File: src/rtl/lisk_pkg.sv
// lisk_pkg: shared constants, datapath operation codes and the
// controller/datapath command and status types for the string kernel
// no dependencies
package lisk_pkg;

  localparam int DEF_MAX_HALF_WINDOW = 8;
  localparam int DEF_MAX_STRING_LEN  = 4096;
  localparam int DEF_FRAC_BITS       = 30;

  localparam int CFG_INDEX_W = 2;
  localparam int CFG_DATA_W  = 13;

  localparam logic [CFG_INDEX_W-1:0] REG_HALF_WINDOW = 2'd0;
  localparam logic [CFG_INDEX_W-1:0] REG_MATCH_EXP   = 2'd1;
  localparam logic [CFG_INDEX_W-1:0] REG_SUM_EXP     = 2'd2;
  localparam logic [CFG_INDEX_W-1:0] REG_STRING_LEN  = 2'd3;

  localparam logic [3:0]  RST_HALF_WINDOW = 4'd3;
  localparam logic [2:0]  RST_MATCH_EXP   = 3'd1 + 3'd2;
  localparam logic [2:0]  RST_SUM_EXP     = 3'd1;
  localparam logic [12:0] RST_STRING_LEN  = 13'd4096;

  localparam int OP_W = 4;
  localparam logic [OP_W-1:0] OP_NONE  = 4'd0;
  localparam logic [OP_W-1:0] OP_LOAD  = 4'd1;
  localparam logic [OP_W-1:0] OP_IPOW  = 4'd2;
  localparam logic [OP_W-1:0] OP_WMUL  = 4'd3;
  localparam logic [OP_W-1:0] OP_ADD   = 4'd4;
  localparam logic [OP_W-1:0] OP_DINIT = 4'd5;
  localparam logic [OP_W-1:0] OP_DPOW  = 4'd6;
  localparam logic [OP_W-1:0] OP_DN    = 4'd7;
  localparam logic [OP_W-1:0] OP_DW    = 4'd8;
  localparam logic [OP_W-1:0] OP_DIVI  = 4'd9;
  localparam logic [OP_W-1:0] OP_DIV   = 4'd10;
  localparam logic [OP_W-1:0] OP_OINIT = 4'd11;
  localparam logic [OP_W-1:0] OP_OPOW  = 4'd12;
  localparam logic [OP_W-1:0] OP_OUT   = 4'd13;

  typedef struct packed {
    logic [OP_W-1:0] op;
  } cmd_t;

  typedef struct packed {
    logic       last;
    logic       too_short;
    logic       slot_free;
    logic [2:0] match_exp;
    logic [2:0] sum_exp;
  } status_t;

endpackage

File: src/rtl/lisk_ctrl.sv
// lisk_ctrl: sequencing state machine for the string kernel datapath
// depends on lisk_pkg
module lisk_ctrl #(
  parameter int FRAC_BITS = lisk_pkg::DEF_FRAC_BITS
) (
  input  logic              clk,
  input  logic              rst,
  input  logic              in_valid,
  output logic              in_ready,
  input  lisk_pkg::status_t status,
  output lisk_pkg::cmd_t    cmd
);
  import lisk_pkg::*;

  localparam int FB2   = FRAC_BITS + 2;
  localparam int STEPS = (FB2 < 32) ? 32 : FB2;
  localparam int KW    = $clog2(STEPS + 1);

  localparam logic [3:0] S_IDLE  = 4'd0;
  localparam logic [3:0] S_IPOW  = 4'd1;
  localparam logic [3:0] S_WMUL  = 4'd2;
  localparam logic [3:0] S_ADD   = 4'd3;
  localparam logic [3:0] S_DINIT = 4'd4;
  localparam logic [3:0] S_DPOW  = 4'd5;
  localparam logic [3:0] S_DN    = 4'd6;
  localparam logic [3:0] S_DW    = 4'd7;
  localparam logic [3:0] S_DIVI  = 4'd8;
  localparam logic [3:0] S_DIV   = 4'd9;
  localparam logic [3:0] S_OINIT = 4'd10;
  localparam logic [3:0] S_OPOW  = 4'd11;
  localparam logic [3:0] S_OUT   = 4'd12;

  logic [3:0]    state;
  logic [3:0]    state_next;
  logic [KW-1:0] k;
  logic [KW-1:0] k_next;
  logic [KW-1:0] k_inc;

  assign k_inc = k + KW'(1);

  always_comb begin
    state_next = state;
    k_next     = k;
    cmd.op     = OP_NONE;
    in_ready   = 1'b0;
    unique case (state)
      S_IDLE: begin
        in_ready = 1'b1;
        if (in_valid) begin
          cmd.op = OP_LOAD;
          k_next = '0;
          state_next = (status.match_exp == 3'd0) ? S_WMUL : S_IPOW;
        end
      end
      S_IPOW: begin
        cmd.op = OP_IPOW;
        k_next = k_inc;
        if (k_inc == KW'(status.match_exp)) state_next = S_WMUL;
      end
      S_WMUL: begin
        cmd.op = OP_WMUL;
        state_next = S_ADD;
      end
      S_ADD: begin
        cmd.op = OP_ADD;
        if (status.last) state_next = status.too_short ? S_OUT : S_DINIT;
        else state_next = S_IDLE;
      end
      S_DINIT: begin
        cmd.op = OP_DINIT;
        k_next = '0;
        state_next = (status.match_exp == 3'd0) ? S_DN : S_DPOW;
      end
      S_DPOW: begin
        cmd.op = OP_DPOW;
        k_next = k_inc;
        if (k_inc == KW'(status.match_exp)) state_next = S_DN;
      end
      S_DN: begin
        cmd.op = OP_DN;
        state_next = S_DW;
      end
      S_DW: begin
        cmd.op = OP_DW;
        state_next = S_DIVI;
      end
      S_DIVI: begin
        cmd.op = OP_DIVI;
        k_next = '0;
        state_next = S_DIV;
      end
      S_DIV: begin
        cmd.op = OP_DIV;
        k_next = k_inc;
        if (k_inc == KW'(STEPS)) state_next = S_OINIT;
      end
      S_OINIT: begin
        cmd.op = OP_OINIT;
        k_next = '0;
        state_next = (status.sum_exp == 3'd0) ? S_OUT : S_OPOW;
      end
      S_OPOW: begin
        cmd.op = OP_OPOW;
        k_next = k_inc;
        if (k_inc == KW'(status.sum_exp)) state_next = S_OUT;
      end
      S_OUT: begin
        if (status.slot_free) begin
          cmd.op = OP_OUT;
          state_next = S_IDLE;
        end
      end
      default: state_next = S_IDLE;
    endcase
  end

  always_ff @(posedge clk) begin
    if (rst) begin
      state <= S_IDLE;
      k     <= '0;
    end else begin
      state <= state_next;
      k     <= k_next;
    end
  end

endmodule

File: config.mk
export PLATFORM = sky130hd
export DESIGN_NAME = lisk_ctrl
export DESIGN_NICKNAME = d
export VERILOG_FILES = /design/src/rtl/lisk_pkg.sv /design/src/rtl/lisk_ctrl.sv
export SDC_FILE = /design/constraint.sdc
export NUM_CORES = 1
export LEC_CHECK = 0
export BUFFER_PORTS_ARGS = -buffer_cell sky130_fd_sc_hd__buf_2
export CORE_MARGIN = 5
export CORE_UTILIZATION = 54
export CTS_BUF_LIST = sky130_fd_sc_hd__clkbuf_16
export CTS_CLUSTER_SIZE = 40
export DETAILED_ROUTE_END_ITERATION = 12
export PLACE_DENSITY = 0.86
export SLEW_MARGIN = 30
export SYNTH_ARGS = -nofsm -noshare
export SYNTH_HDL_FRONTEND = slang
export SYNTH_SLANG_ARGS = --single-unit
File: constraint.sdc
create_clock -name clk -period 2.85 [get_ports clk]
set_input_delay 0.57 -clock clk [delete_from_list [all_inputs] [get_ports clk]]
set_output_delay 0.57 -clock clk [all_outputs]
set_load 0.03 [all_outputs]
# Word-level counts from Yosys, hierarchy flattened
# Index checks and enable logic that the tools add are counted.
dict set report word_totals {
  ff_bits 10
  latchBits 0
  ramBits 0
  mem_bits_ro 0
  inputBits 12
  elab_cells 50
  mem_count 0
}
dict set report classes {
  n_addsub 1
  mul 0
  n_div 0
  magnitude_cmp 0
  n_eq_ne 21
  shifts 0
  mux 18
  bitwise_logic 0
  n_reduce_logical 8
}
# operator n
set ops {}
lappend ops {{4-bit case mux with 13 select lines} 2}
lappend ops {{4-bit two-way mux} 9}
lappend ops {{4-bit == test, second input constant} 5}
lappend ops {{6-bit case mux with 3 select lines} 1}
lappend ops {{4-bit by 3-bit == test with 1-bit output, second input constant} 4}
lappend ops {{6-bit by 3-bit == test with 1-bit output} 2}
lappend ops {{2-bit inequality test, second input constant} 6}
lappend ops {{4-bit by 2-bit == test with 1-bit output, second input constant} 2}
lappend ops {{6-bit by 1-bit adder with 6-bit output, second input constant} 1}
lappend ops {{6-bit == test, second input constant} 1}
lappend ops {{3-bit logical NOT} 2}
lappend ops {{6-bit two-way mux} 1}
lappend ops {{6-bit AND reduction} 1}
lappend ops {{4-bit by 1-bit == test with 1-bit output, second input constant} 1}
lappend ops {{4-bit logical NOT} 1}
lappend ops {{2-bit two-way mux} 2}
lappend ops {{4-bit OR reduction} 1}
lappend ops {{3-bit two-way mux} 1}
lappend ops {{3-bit nonzero test} 1}
lappend ops {{3-bit OR reduction} 1}
lappend ops {{1-bit two-way mux} 2}
lappend ops {{2-bit AND reduction} 1}

# Longest topological paths before layout
# Gate-level depths: netlist (run 1).
dict set report logic_depth {
  ltp_word 4
  ltp_mapped 6
  depth_no_buf 6
}

# Worst setup path after synthesis (run 1)
# No wires, ideal clock.
dict set report synth_path {
  path_type {reg-to-output}
  startpoint {register state[0]}
  endpoint {output cmd[2] (netlist bit)}
  arrival_time_ns 1.717
  slack_ns 0.563
  path_stages_with_launch 5
  path_buffers 2
  cell_sequence {dfxtp_1 > clkbuf_1 > buf_1 > nand2_1 > o21ai_0}
}
# item line_no
set synth_rtl {}
lappend synth_rtl {{from (decl)} lisk_ctrl.sv:33} ;# logic [3:0] state;
lappend synth_rtl {{from (signal assigned)} lisk_ctrl.sv:122} ;# state <= state_next;
lappend synth_rtl {{to (decl)} lisk_ctrl.sv:11} ;# output lisk_pkg::cmd_t cmd

# Final worst setup path (run 1)
dict set report layout_path {
  startpoint {register k[0]}
  endpoint {register state[2]}
}
dict set report layout_between {
  elab_chain_cells 4
}
# item line_no
set layout_lines {}
lappend layout_lines {{from (decl)} lisk_ctrl.sv:35} ;# logic [KW-1:0] k;
lappend layout_lines {{from (signal assigned)} lisk_ctrl.sv:123} ;# k <= k_next;
lappend layout_lines {{6-bit by 1-bit adder with 6-bit output *} lisk_ctrl.sv:39} ;# assign k_inc = k + KW'(1);
lappend layout_lines {{6-bit by 3-bit == test with 1-bit output, or another cell as far along} lisk_ctrl.sv:105} ;# if (k_inc == KW'(status.sum_exp)) state_next = S_OUT;
lappend layout_lines {{2-bit inequality test (no source line)} n/a}
lappend layout_lines {{6-bit AND reduction (no source line) *} n/a}
# Every way passes the cells marked *; elsewhere a longest branch is shown, timed or not.
# A chain may end at the register's enable or synchronous reset.

==> results.cfg, run 1 <==
[clock_network]
cts_tree = built
cts_hold_buf = 0
clkTransAtPathRegs_ps = 40
clk_latency_ps = 230
post_cts_buffers = 0
cts_sinks = 10
cts_resized = 0
numCtsBuffers = 3
cts_root_buf = clkbuf_16
clockBufferDepth = 2
htreeDepth = 1

[floorplanning]
core-area_um2 = 1670
fp.dieH_um = 51.4
dieArea_um2 = 2640
io_pins = 17
die_x_um = 51.4
initial_core_util = 0.554
fp-row-count = 15

[placed_design]
hpwlAfterDp_um = 1660
port_buffers = 16
dp_slack_ps = 510
place_congestion = 0.895

[finish]
drive_gt1_frac = 0.187
multiInputGateArea_um2 = 661
nets = 148
areaGrowthSynthToFinish_pct = 12.8
n_fill_cell = 140
diodes = 0
seq_area_um2 = 200

[critical_path]
path_delay_family = flip-flops
crit_path_max_fanout = 8
crit_path_cell_trace = ha_1 -> xnor2_2 -> xnor2_1 -> o311a_1 -> nor4_4 -> mux2_4
cp-start-kind = register
critPathArrivalTime_ps = 2490
worst_ep_required_time_ps = 2970
crit_type = register to register
path_buf_inv = 0
crit_path_end_kind = register
cp_slowest_cell = dfxtp_1
slowest_delay_ps = 460

[grt]
antenna_found_initial = 0
grt_pass1_wl_um = 4000
grt_max_degree = 25
grt_pass1_vias = 899
grt_usage = 0.197
grt_overflow = 0

[synth]
ys_warn_count = 0
synth_seq_cells = 10
synth-main-ff-cell = dfxtp_1
yosysSeqAreaShare = 0.216
syn_avg_cell_area_um2 = 7.47
syn_inst = 124
synth-edff-count = 0
syn_area_um2 = 926
synth_nets = 137
ys_async_sr_fraction = 0
synth.distinct_cells = 43

[routing]
vias = 966
route.detailed.vias_per_inst = 6.40
drtPass1Iterations = 4
drcViolationCount = 0
finalWirelength_um = 2300
final_antenna_net_count = 0
avgRoutedWirePerCell_um = 15.3
drtIter0Drc = 33

[power_and_ir_drop]
p_leak_nw = 0.393
power_w = 0.000798
peakVddDrop_uv = 515
power-per-cell-area_nw_per_um2 = 764

[hold_path]
hp-class = register to register

[timing]
setup_ws_ps = 479
worst_pin_slew_ps = 779
clock.fmax_mhz = 422
setup_viol = 0
fin_skew_ps = 1.44
fin_setup_tns_ps = 0
final.period_utilization = 0.832
finalCriticalPeriod_ps = 2370
rsz0062_at_grt = no
slew_headroom = 0.480
hold_viol_final = 0
maxSlewViolCount = 0

[run]
cap_violations = 0

[outcome]
status = finished, final reports clean
## registers in the layout (all words and copies together), names as in the netlist
register  flops
state         4
k             6
## routing by layer
layer	wire, µm	track usage	vias up
met1	1040	0.258	458
met2	1100	0.320	34
met4	22	0.0786	0
met5	0	0	-
met3	139	0.0292	2
li1	-	-	472
## logic make-up (layout without fill, tap and decap cells)
group	after synthesis	in the layout	share of synthesized area
buffers and inverters	11	21	0.0703
XOR/XNOR	8	8	0.0838
AO/OA/AOI/OAI	39	39	0.258
flip-flops	10	10	0.216
adder cells (fa/ha/maj)	1	1	0.0135
AND/OR/NAND/NOR	52	52	0.320
multiplexers	3	3	0.0378
## cell usage in the layout, fill, tap and decap left out, types with 2 or more instances in the layout
cell type | netlist | final
a21oi_1 | 15 | 15
and2_1 | 2 | 2
buf_2 | 0 | 16
clkbuf_16 | 0 | 3
dfxtp_1 | 10 | 10
mux2i_1 | 2 | 2
nand2_1 | 9 | 9
nand2b_1 | 4 | 4
nand3_1 | 5 | 5
nor2_1 | 9 | 9
nor2b_1 | 5 | 5
nor3_1 | 4 | 4
nor4_1 | 2 | 2
o21ai_0 | 13 | 13
or3_1 | 4 | 4
xnor2_1 | 4 | 4
xor2_1 | 3 | 3
## cells in the mapped netlist, types with 2 or more instances
cell type  count  area share
nor3_1         4       0.022
and2_1         2       0.014
o21ai_0       13       0.070
a21oi_1       15       0.081
nand3_1        5       0.027
xnor2_1        4       0.038
xor2_1         3       0.028
buf_6          2       0.024
nor2_1         9       0.036
or3_1          4       0.027
nand2b_1       4       0.027
nor4_1         2       0.014
nand2_1        9       0.036
nor2b_1        5       0.034
dfxtp_1       10        0.22
mux2i_1        2       0.022
clkbuf_1       5       0.020
## worst reg2reg max path, cell delays in order (launching register included)
cell     delay (ps)
dfxtp_1         460
ha_1            360
xnor2_2         180
xnor2_1         100
o311a_1         390
nor4_4          440
mux2_4          330
## final cells by class
| class | count | share of cell area |
|---|---|---|
| multi-input cells | 103 | 0.632 |
| well taps | 17 | 0.0204 |
| clock buffers | 3 | 0.0719 |
| flip-flops and latches | 10 | 0.192 |
| repair buffers | 16 | 0.0766 |
| inverters | 1 | 0.00359 |
| clock inverters | 1 | 0.00359 |
## where the power goes
group / leakage, nW / switching [W] / internal, W / total, W
registers: 0.0812 / 0.0000728 / 0.000158 / 0.000231
logic: 0.274 / 0.000190 / 0.000130 / 0.000321
clock network: 0.0385 / 0.0000630 / 0.000184 / 0.000247
## stage by stage
step / hold slack (ps) / utilization / cells / instance area [µm²]
global route: 560 / 0.625 / 151 / 1040
floorplan: 465 / - / 124 / 926
detailed placement: 517 / 0.578 / 147 / 966
global placement: 482 / 0.578 / 147 / 966
CTS: 527 / 0.625 / 151 / 1040
finish: 523 / 0.625 / 151 / 1040
## worst paths after layout
| kind | from | endpoint | slack [ps] | cells past startpoint |
|---|---|---|---|---|
| setup / recovery | k[0] | state[2] | 480 | 6 |
| hold / removal | k[1] | k[1] | 520 | 2 |
| setup reg to reg | k[0] | state[2] | 480 | 6 |
| hold reg to reg | k[1] | k[1] | 520 | 2 |
Power figures use the tool's default switching activity.
==> run 2, diff against run 1 <==
==> constraint.sdc (replaced) <==
create_clock -name clk -period 2.2 [get_ports clk]
set_input_delay 0.44 -clock clk [delete_from_list [all_inputs] [get_ports clk]]
set_output_delay 0.44 -clock clk [all_outputs]
set_load 0.03 [all_outputs]
==> results.cfg, run 2 (synthesized netlist as in run 1, its figures left out) <==
[critical_path]
cp-start-kind = register
critPathArrivalTime_ps = 2160
slowest_delay_ps = 390
path_delay_family = simple AND/OR/NAND/NOR gates
worst_ep_required_time_ps = 2320
cp_slowest_cell = dfxtp_1
crit_type = register to register
crit_path_cell_trace = ha_2 -> buf_4 -> nand2_1 -> o311ai_2 -> o21ai_2 -> nor4_4 -> mux2_4
crit_path_end_kind = register
crit_path_max_fanout = 6
path_buf_inv = 1
r2r_slack_ps = 160

[floorplanning]
fp.dieH_um = 51.4
core-area_um2 = 1670
io_pins = 17
initial_core_util = 0.554
dieArea_um2 = 2640
die_x_um = 51.4
fp-row-count = 15

[routing]
final_antenna_net_count = 0
drtIter0Drc = 35
finalWirelength_um = 2430
drtPass1Iterations = 4
route.detailed.vias_per_inst = 6.29
drcViolationCount = 0
avgRoutedWirePerCell_um = 15.1
vias = 1013

[placed_design]
place_congestion = 0.865
hpwlAfterDp_um = 1680
port_buffers = 16
dp_slack_ps = 68.0

[timing]
slew_headroom = 0.591
setup_viol = 0
finalCriticalPeriod_ps = 2040
final.period_utilization = 0.927
fin_skew_ps = 2.27
clock.fmax_mhz = 490
worst_pin_slew_ps = 607
setup_ws_ps = 160
maxSlewViolCount = 0
hold_viol_final = 0

[power_and_ir_drop]
power_w = 0.00112
p_sw_w = 0.000446
peakVddDrop_uv = 623
swShare = 0.400
p_seq_frac = 0.233
p_comb_frac = 0.482
intPower_w = 0.000670
p_leak_nw = 0.445
clkPwrFrac = 0.286
power-per-cell-area_nw_per_um2 = 984

[clock_network]
numCtsBuffers = 3
clk_latency_ps = 230
cts_hold_buf = 0
cts_sinks = 10
clockBufferDepth = 2
clkTransAtPathRegs_ps = 40
cts_tree = built
cts_root_buf = clkbuf_16
htreeDepth = 1

[grt]
use_met1 = 0.246
grt_use_met3 = 0.0146
grt_pass1_wl_um = 4080
grt-busiest-layer = met2
grt_max_degree = 14
grt_usage = 0.199
grt_overflow = 0
use_met2 = 0.328
antenna_found_initial = 0
grt_pass1_vias = 943

[finish]
layout_commonest_cell = buf_2
n_fill_cell = 130
reg_top3 = k (6), state (4)
diodes = 0
areaGrowthSynthToFinish_pct = 22.6
fin_util = 0.679
nets = 158
layout_common_cells = buf_2, a21oi_1, o21ai_0, buf_4
regMostFlops = k
largest_reg_flops = 6
drive_gt1_frac = 0.271

[run]
cap_violations = 0

[hold_path]
hp-class = register to register

[outcome]
status = finished, final reports clean
[run 2: what timing repair did]
item	4_1_cts	5_1_grt
endpoints found under the setup margin	0	4
setup buffers	0	2
resized for setup	0	6
[run 2: worst reg2reg max path: stages, from the launching register on]
cell and delay [ps]:
dfxtp_1 390, ha_2 240, buf_4 140, nand2_1 70, o311ai_2 280, o21ai_2 110, nor4_4 370, mux2_4 330
[run 2: power groups by stage]
stage | Clock, W | Sequential, W | Combinational [W]
after floorplan | 0 | 0.000220 | 0.000411
after global placement | 0 | 0.000257 | 0.000478
after detailed placement | 0 | 0.000257 | 0.000490
after CTS | 0.000324 | 0.000256 | 0.000495
after global routing | 0.000331 | 0.000266 | 0.000589
final | 0.000319 | 0.000260 | 0.000538
[run 2: stage by stage]
| step | hold WS, ps | cells | instance area (µm²) | setup TNS (ps) |
|---|---|---|---|---|
| final | 513 | 161 | 1130 | 0 |
| after global routing | 529 | 161 | 1130 | -27.9 |
| after CTS | 500 | 159 | 1100 | 0 |
| after detailed placement | 495 | 155 | 1030 | 0 |
| after global placement | 480 | 155 | 1030 | 0 |
| after floorplan | 465 | 124 | 926 | 0 |
[run 2: path summary, 6_finish.rpt]
| kind | startpoint | cells after the start | endpoint |
|---|---|---|---|
| worst min-delay path | k[1] | 2 | k[1] |
| worst min register to register | k[1] | 2 | k[1] |
| worst max-delay path | k[1] | 7 | state[2] |
| worst max register to register | k[1] | 7 | state[2] |
[run 2: area by class of cell]
class / count / area, µm² / share of cell area
Sequential cell: 10 / 201 / 0.178
Timing Repair Buffer: 26 / 155 / 0.137
Clock buffer: 3 / 75.1 / 0.0662
Multi-Input combinational cell: 103 / 674 / 0.594
Tap cell: 17 / 21.3 / 0.0187
Clock inverter: 1 / 3.75 / 0.00331
Inverter: 1 / 3.75 / 0.00331
[run 2: layer usage]
layer | share of wire | vias up
li1 | - | 492
met5 | 0 | -
met1 | 0.44 | 474
met3 | 0.060 | 6
met4 | 0.029 | 0
met2 | 0.47 | 41
